[config.mk]
export PLATFORM = sky130hd
export DESIGN_NAME = block_transfer_address_sequencer
export DESIGN_NICKNAME = d
export VERILOG_FILES = /design/src/rtl/btas_pkg.sv /design/src/rtl/block_transfer_address_sequencer.sv /design/src/rtl/btas_ctrl.sv /design/src/rtl/btas_dp.sv
export SDC_FILE = /design/constraint.sdc
export NUM_CORES = 1
export LEC_CHECK = 0
export BUFFER_PORTS_ARGS = -buffer_cell sky130_fd_sc_hd__buf_2
export CORE_MARGIN = 8
export CORE_UTILIZATION = 51
export CTS_BUF_LIST = sky130_fd_sc_hd__clkbuf_16
export DETAILED_ROUTE_END_ITERATION = 12
export PLACE_DENSITY = 0.81
export SLEW_MARGIN = 5
export SYNTH_ARGS = -nofsm -noshare
export SYNTH_HDL_FRONTEND = slang
export SYNTH_SLANG_ARGS = --single-unit
export TNS_END_PERCENT = 1
[constraint.sdc]
create_clock -name clk -period 3.4 [get_ports clk]
set_clock_uncertainty 0.15 [all_clocks]
set_input_delay 0.17 -clock clk [delete_from_list [all_inputs] [get_ports clk]]
set_output_delay 0.17 -clock clk [all_outputs]
set_load 0.05 [all_outputs]
[src/rtl/btas_pkg.sv]
// Shared types and constants for the block transfer address sequencer.
// No dependencies; imported by btas_ctrl, btas_dp and the top level.
package btas_pkg;

	localparam logic [1:0] ST_XFER    = 2'd0;
	localparam logic [1:0] ST_SKIP    = 2'd1;
	localparam logic [1:0] ST_INVALID = 2'd2;

	localparam logic [3:0] PC_REG = 4'd15;

	localparam int P_BIT = 24;
	localparam int U_BIT = 23;
	localparam int W_BIT = 21;
	localparam int L_BIT = 20;
	localparam int RN_LO = 16;

	typedef struct packed {
		logic [31:0] instr_word;
		logic [31:0] base_value;
		logic        cond_passed;
	} btas_in_t;

	typedef struct packed {
		logic [1:0]  status;
		logic [31:0] word_address;
		logic [3:0]  reg_index;
		logic        is_load;
		logic        last;
		logic        wb_enable;
		logic [31:0] wb_value;
		logic [3:0]  wb_reg;
	} btas_out_t;

	// controller to datapath
	typedef struct packed {
		logic load;
		logic step;
	} btas_cmd_t;

	// datapath to controller
	typedef struct packed {
		logic last;
	} btas_sts_t;

endpackage

[src/rtl/block_transfer_address_sequencer.sv]
// Block transfer address sequencer: the first result is registered in run; one
// result per cycle after that, so an instruction with N listed registers holds
// busy for N results (one for skipped or invalid) and the next start is taken
// the cycle busy falls. The run length is set by the remaining-list register
// that the datapath clears one bit per cycle. Reset clears the controller and
// the result strobe; the receiver cannot stall.
module block_transfer_address_sequencer #(
	parameter int NUM_REGS   = 16,
	parameter int WORD_BYTES = 4
) (
	input  logic                clk,
	input  logic                arst_n,
	input  logic                start,
	output logic                busy,
	input  btas_pkg::btas_in_t  item,
	output logic                strobe,
	output btas_pkg::btas_out_t result
);
	import btas_pkg::*;

	btas_cmd_t cmd;
	btas_sts_t sts;

	btas_ctrl u_ctrl (
		.clk    (clk),
		.arst_n (arst_n),
		.start  (start),
		.busy   (busy),
		.cmd    (cmd),
		.sts    (sts)
	);

	btas_dp #(
		.NUM_REGS   (NUM_REGS),
		.WORD_BYTES (WORD_BYTES)
	) u_dp (
		.clk    (clk),
		.arst_n (arst_n),
		.item   (item),
		.cmd    (cmd),
		.sts    (sts),
		.strobe (strobe),
		.result (result)
	);

endmodule

[src/rtl/btas_ctrl.sv]
// Controller state machine for the block transfer address sequencer.
// Depends on btas_pkg for the command and status structs.
module btas_ctrl (
	input  logic               clk,
	input  logic               arst_n,
	input  logic               start,
	output logic               busy,
	output btas_pkg::btas_cmd_t cmd,
	input  btas_pkg::btas_sts_t sts
);
	import btas_pkg::*;

	localparam logic S_IDLE = 1'b0;
	localparam logic S_RUN  = 1'b1;

	logic state_q;
	logic state_d;

	assign busy = (state_q == S_RUN);

	always_comb begin
		state_d  = state_q;
		cmd.load = 1'b0;
		cmd.step = 1'b0;
		case (state_q)
			S_IDLE: begin
				if (start) begin
					cmd.load = 1'b1;
					state_d  = S_RUN;
				end
			end
			S_RUN: begin
				cmd.step = 1'b1;
				if (sts.last) begin
					state_d = S_IDLE;
				end
			end
			default: begin
				state_d = S_IDLE;
			end
		endcase
	end

	always_ff @(posedge clk or negedge arst_n) begin
		if (!arst_n) begin
			state_q <= S_IDLE;
		end else begin
			state_q <= state_d;
		end
	end

	a_load_runs: assert property (@(posedge clk) disable iff (!arst_n)
		cmd.load |=> state_q == S_RUN)
		else $error("load did not start a run");

	a_last_ends: assert property (@(posedge clk) disable iff (!arst_n)
		(cmd.step && sts.last) |=> state_q == S_IDLE)
		else $error("run did not end on last transfer");

	a_no_load_busy: assert property (@(posedge clk) disable iff (!arst_n)
		busy |-> !cmd.load)
		else $error("load while busy");

endmodule

[src/rtl/btas_dp.sv]
// Datapath: instruction fields, remaining register list, running address and
// the registered result. Depends on btas_pkg.
module btas_dp #(
	parameter int NUM_REGS   = 16,
	parameter int WORD_BYTES = 4
) (
	input  logic                clk,
	input  logic                arst_n,
	input  btas_pkg::btas_in_t  item,
	input  btas_pkg::btas_cmd_t cmd,
	output btas_pkg::btas_sts_t sts,
	output logic                strobe,
	output btas_pkg::btas_out_t result
);
	import btas_pkg::*;

	localparam int RW = $clog2(NUM_REGS);
	localparam logic [31:0] STEP = 32'(WORD_BYTES);

	logic [1:0]          mode_q;
	logic [NUM_REGS-1:0] list_q;
	logic [31:0]         addr_q;
	logic                p_q, u_q, w_q, l_q;
	logic [3:0]          rn_q;
	btas_out_t           result_q;
	logic                strobe_q;

	logic [NUM_REGS-1:0] in_list;
	logic [3:0]          in_rn;
	logic [RW-1:0]       sel_idx;
	logic [NUM_REGS-1:0] sel_oh;
	logic [NUM_REGS-1:0] rest;
	logic                fin;
	logic [31:0]         nxt;
	logic [31:0]         here;
	btas_out_t           result_d;

	assign in_list = item.instr_word[NUM_REGS-1:0];
	assign in_rn   = item.instr_word[RN_LO+3:RN_LO];

	// Up mode takes the lowest remaining register, down mode the highest.
	always_comb begin
		sel_idx = '0;
		if (u_q) begin
			for (int i = NUM_REGS - 1; i >= 0; i--) begin
				if (list_q[i]) sel_idx = RW'(i);
			end
		end else begin
			for (int i = 0; i < NUM_REGS; i++) begin
				if (list_q[i]) sel_idx = RW'(i);
			end
		end
		sel_oh          = '0;
		sel_oh[sel_idx] = 1'b1;
	end

	assign rest = list_q & ~sel_oh;
	assign fin  = (rest == '0);
	assign nxt  = u_q ? addr_q + STEP : addr_q - STEP;
	assign here = p_q ? nxt : addr_q;

	assign sts.last = (mode_q != ST_XFER) || fin;

	always_comb begin
		result_d        = '0;
		result_d.status = mode_q;
		result_d.last   = 1'b1;
		if (mode_q == ST_XFER) begin
			result_d.word_address = here;
			result_d.reg_index    = 4'(sel_idx);
			result_d.is_load      = l_q;
			result_d.last         = fin;
			if (fin) begin
				result_d.wb_enable = w_q;
				result_d.wb_value  = nxt;
				result_d.wb_reg    = rn_q;
			end
		end
	end

	always_ff @(posedge clk) begin
		if (cmd.load) begin
			p_q    <= item.instr_word[P_BIT];
			u_q    <= item.instr_word[U_BIT];
			w_q    <= item.instr_word[W_BIT];
			l_q    <= item.instr_word[L_BIT];
			rn_q   <= in_rn;
			list_q <= in_list;
			addr_q <= item.base_value;
			if (!item.cond_passed) begin
				mode_q <= ST_SKIP;
			end else if (in_rn == PC_REG || in_list == '0) begin
				mode_q <= ST_INVALID;
			end else begin
				mode_q <= ST_XFER;
			end
		end else if (cmd.step) begin
			list_q   <= rest;
			addr_q   <= nxt;
			result_q <= result_d;
		end
	end

	always_ff @(posedge clk or negedge arst_n) begin
		if (!arst_n) begin
			strobe_q <= 1'b0;
		end else begin
			strobe_q <= cmd.step;
		end
	end

	assign strobe = strobe_q;
	assign result = result_q;

	a_strobe_from_step: assert property (@(posedge clk) disable iff (!arst_n)
		strobe |-> $past(cmd.step))
		else $error("result strobe without a step");

	a_non_xfer_last: assert property (@(posedge clk) disable iff (!arst_n)
		(strobe && result.status != ST_XFER) |-> (result.last && result.wb_enable == 1'b0))
		else $error("skipped or invalid result not marked last");

	a_wb_only_last: assert property (@(posedge clk) disable iff (!arst_n)
		(strobe && !result.last) |-> (result.wb_enable == 1'b0 && result.wb_value == '0))
		else $error("writeback on a non-final transfer");

endmodule

==> flow_summary.ini <==
[timing]
setup_viol = 0
slew_headroom_pct = 24.28
fin_crit_ns = 3.302
period_share_pct = 97.11
worst_pin_slew_ns = 1.135
max_freq_mhz = 302.9
finalMaxSlewViolations = 0
finalHoldViolCount = 0
grt_setup_unrepaired = true
setup-tns-final_ns = 0

[die]
initial_core_util_pct = 51.58
die_area_um2 = 19340
core-area_um2 = 14980
rows = 45
die_w_um = 139.1
io_pins = 147
die_y_um = 139.1

[yosys]
yosys_register_bits = 137
syn-num-nets = 829
async_flop_share_pct = 1.460
syn_inst = 732
ys_types = 77
synth_flop_cell = edfxtp_1
yosysTopAreaCellShare_pct = 52.48
synth_top_cell_by_area = edfxtp_1
synth-seq-area-share_pct = 53.13
ys.warnings.count = 0
synth-edff-count = 135
syn_area_um2 = 7725
ys_top_cells_by_area = edfxtp_1, ha_1, nand2_1
syn_avg_cell_area_um2 = 10.55

[clocking]
cts_tree = built
cts_max_level = 4
cts.path.max_buffers = 2
cts_root_buf = clkbuf_16
clkTransAtPathRegs_ns = 0.06
clock-sinks = 137
numCtsBuffers = 17
clock_latency_ns = 0.43

[power]
power_frac_comb_pct = 47.0
total_power_mw = 8.351
power.switching_mw = 3.397
leakage_nw = 4.203
vdd_drop_max_v = 0.0003989
power.share.sequential_pct = 31.5
switching_share_pct = 40.68
power_frac_clock_pct = 21.5
p_int_mw = 4.954
power_density_nw_per_um2 = 820.0

[outcome]
outcome = finished, final reports clean

[grt]
gr-total-overflow = 0
grt_most_used_layer = met2
use_met3_pct = 6.850
grtUsageTotal_pct = 23.32
met2_usage_pct = 39.83
antenna_found_initial = 0
grt_pass1_wl_um = 35480
grt_max_degree = 80
gr-usage-met1_pct = 27.61
grt_pass1_vias = 6864

[route]
via_count = 6772
final_antenna_net_count = 0
vias_per_cell = 5.803
drt_wl_total_um = 22670
drt_iter0_drc = 698
drt-pass1-iter-count = 5
drc = 0
wl_per_cell_um = 19.42

[setup_path]
worst_setup_path_end_kind = register
crit_chain = buf_4 -> clkinv_4 -> ha_1 -> buf_4 -> o21ai_0 -> o21ai_1 -> a31oi_2 -> o31ai_2 -> a31oi_1 -> buf_4 -> or4b_1 -> and4_1 -> o21a_1 -> nor2_1
worst_path_max_delay_cell = or4b_1
startpoint_type = register
timing.rr.start = u_dp.u_q$_DFFE_PP_
worstRegToRegCells = 14
crit_type = register to register
r2r_setup_slack_ns = 0.1
path_common_cell = buf_4
cp.required_ns = 3.53
cp.arrival_ns = 3.44
r2r_end = u_dp.result[65]$_SDFFCE_PN0P_
slowest_delay_ns = 0.49
crit_start = u_dp.u_q$_DFFE_PP_
path_max_fanout = 6

[finish]
area_growth_pct = 31.84
ff_latch_area_um2 = 4108
post-route-util_pct = 68.00
diodes = 0
multiInputGateArea_um2 = 3530
layout.nets = 1063
n_fill_cell = 1109
drive_above_1_share_pct = 27.68

[worst_hold_path]
whs_path_depth = 4
hold_path_class = input pin to register
min_to = u_ctrl.busy$_DFF_PN0_
worstHoldStart = start

[placed_design]
globalplace.congestion = 0.9374
dp_hpwl_um = 14760
portBuffers = 138

[job]
cap_violations = 0
## cell families (layout without fill, tap and decap cells)
group | Yosys count | after routing | synth area share (%)
simple gates | 292 | 292 | 18.19
compound gates | 189 | 189 | 16.62
flops | 137 | 137 | 53.13
buf+inv | 49 | 296 | 2.931
fa+ha+maj | 30 | 30 | 4.924
xor+xnor | 23 | 23 | 2.608
mux | 12 | 12 | 1.604
## flip-flops by register name, summed over array words and instances (netlist names)
name	flops
u_ctrl.busy	1
u_dp.strobe	1
u_dp.w_q	1
u_dp.result	77
u_dp.l_q	1
u_dp.addr_q	32
u_dp.mode_q	2
u_dp.list_q	16
u_dp.p_q	1
u_dp.u_q	1
u_dp.rn_q	4
## per-layer routing
layer,vias to the layer above,share of wire (%)
li1,3228,-
met1,3200,40
met2,300,50
met3,44,7.9
met4,0,2.2
met5,-,0
## cell usage in the layout (no fill, tap or decap), drive strengths merged, types with 11 or more instances in the layout
cell         Yosys  final
xor2            11     11
nor2            92     92
dlygate4sd3      0     59
nand2           93     93
buf              8    184
clkbuf          22     17
nand3           11     11
o21ai           57     57
inv             19     21
a21o            13     13
ha              28     28
a21oi           47     47
nor4            14     14
and3            20     20
xnor2           12     12
nor3            16     16
edfxtp         135    135
## layout make-up
type / count / share of cell area [%]
Timing Repair Buffer: 243 / 16.29
Clock inverter: 15 / 1.314
Clock buffer: 17 / 4.177
Tap cell: 188 / 2.310
Inverter: 19 / 0.7494
Timing Repair inverter: 2 / 0.1720
Sequential cell: 137 / 40.33
Multi-Input combinational cell: 546 / 34.66
## cells in the mapped netlist (9+ instances only)
cell      instances
edfxtp_1        135
o21ai_0          44
nand3_1          11
ha_1             28
mux2i_1           9
a21o_1           12
nand2_1          93
xor2_1           11
clkbuf_1         21
a21oi_1          44
nor4_1           10
nor2_1           91
and3_1           20
o21ai_1           9
nor3_1           15
inv_1            18
xnor2_1          12
## power groups by stage
stage               Clock, mW  Sequential, mW  Combinational (mW)
global route             1.88            2.66                4.27
CTS                      1.80            2.61                3.71
floorplan                   0            2.96                2.27
global placement            0            2.63                3.55
detailed placement          0            2.64                3.63
finish                   1.79            2.63                3.93
## per-stage QoR
stage	hold WS, ns	instances	worst slack (ns)	area [um2]
6_report	0.1691	1167	0.09825	10180
5_1_grt	0.1905	1167	-0.09184	10180
4_1_cts	0.1671	1161	0.02114	9995
3_5_place_dp	-0.1840	1070	0.01713	8842
3_3_place_gp	-0.1924	1070	0.07794	8842
2_1_floorplan	-0.2756	732	-0.01763	7729
## repair_timing
item                       4_1_cts  5_1_grt
cloned                           0        2
buffers inserted                 0        4
hold buffers                    59        0
pin swaps                        0        5
resized for setup                1       35
hold endpoints to repair        60        0
setup endpoints to repair        1       57
## how the worst max path moves through the flow
stage | to | slack (ns) | cells past startpoint
finish | u_dp.result[65]$_SDFFCE_PN0P_ | 0.1 | 14
global route | u_dp.result[65]$_SDFFCE_PN0P_ | -0.09 | 14
CTS | u_dp.result[63]$_SDFFCE_PN0P_ | 0.02 | 12
detailed placement | u_dp.addr_q[23]$_DFFE_PP_ | 0.02 | 12
global placement | u_dp.addr_q[31]$_DFFE_PP_ | 0.08 | 11
floorplan | u_dp.addr_q[31]$_DFFE_PP_ | -0.02 | 12
## critical path, delay by kind of cell (launching register included)
kind / cells / cell delay, ns
AO/OA/AOI/OAI: 6 / 1.06
adder cells (fa/ha/maj): 1 / 0.31
buffers and inverters: 4 / 0.50
flip-flops: 1 / 0.35
AND/OR/NAND/NOR: 3 / 0.79
Power figures use the tool's default switching activity.
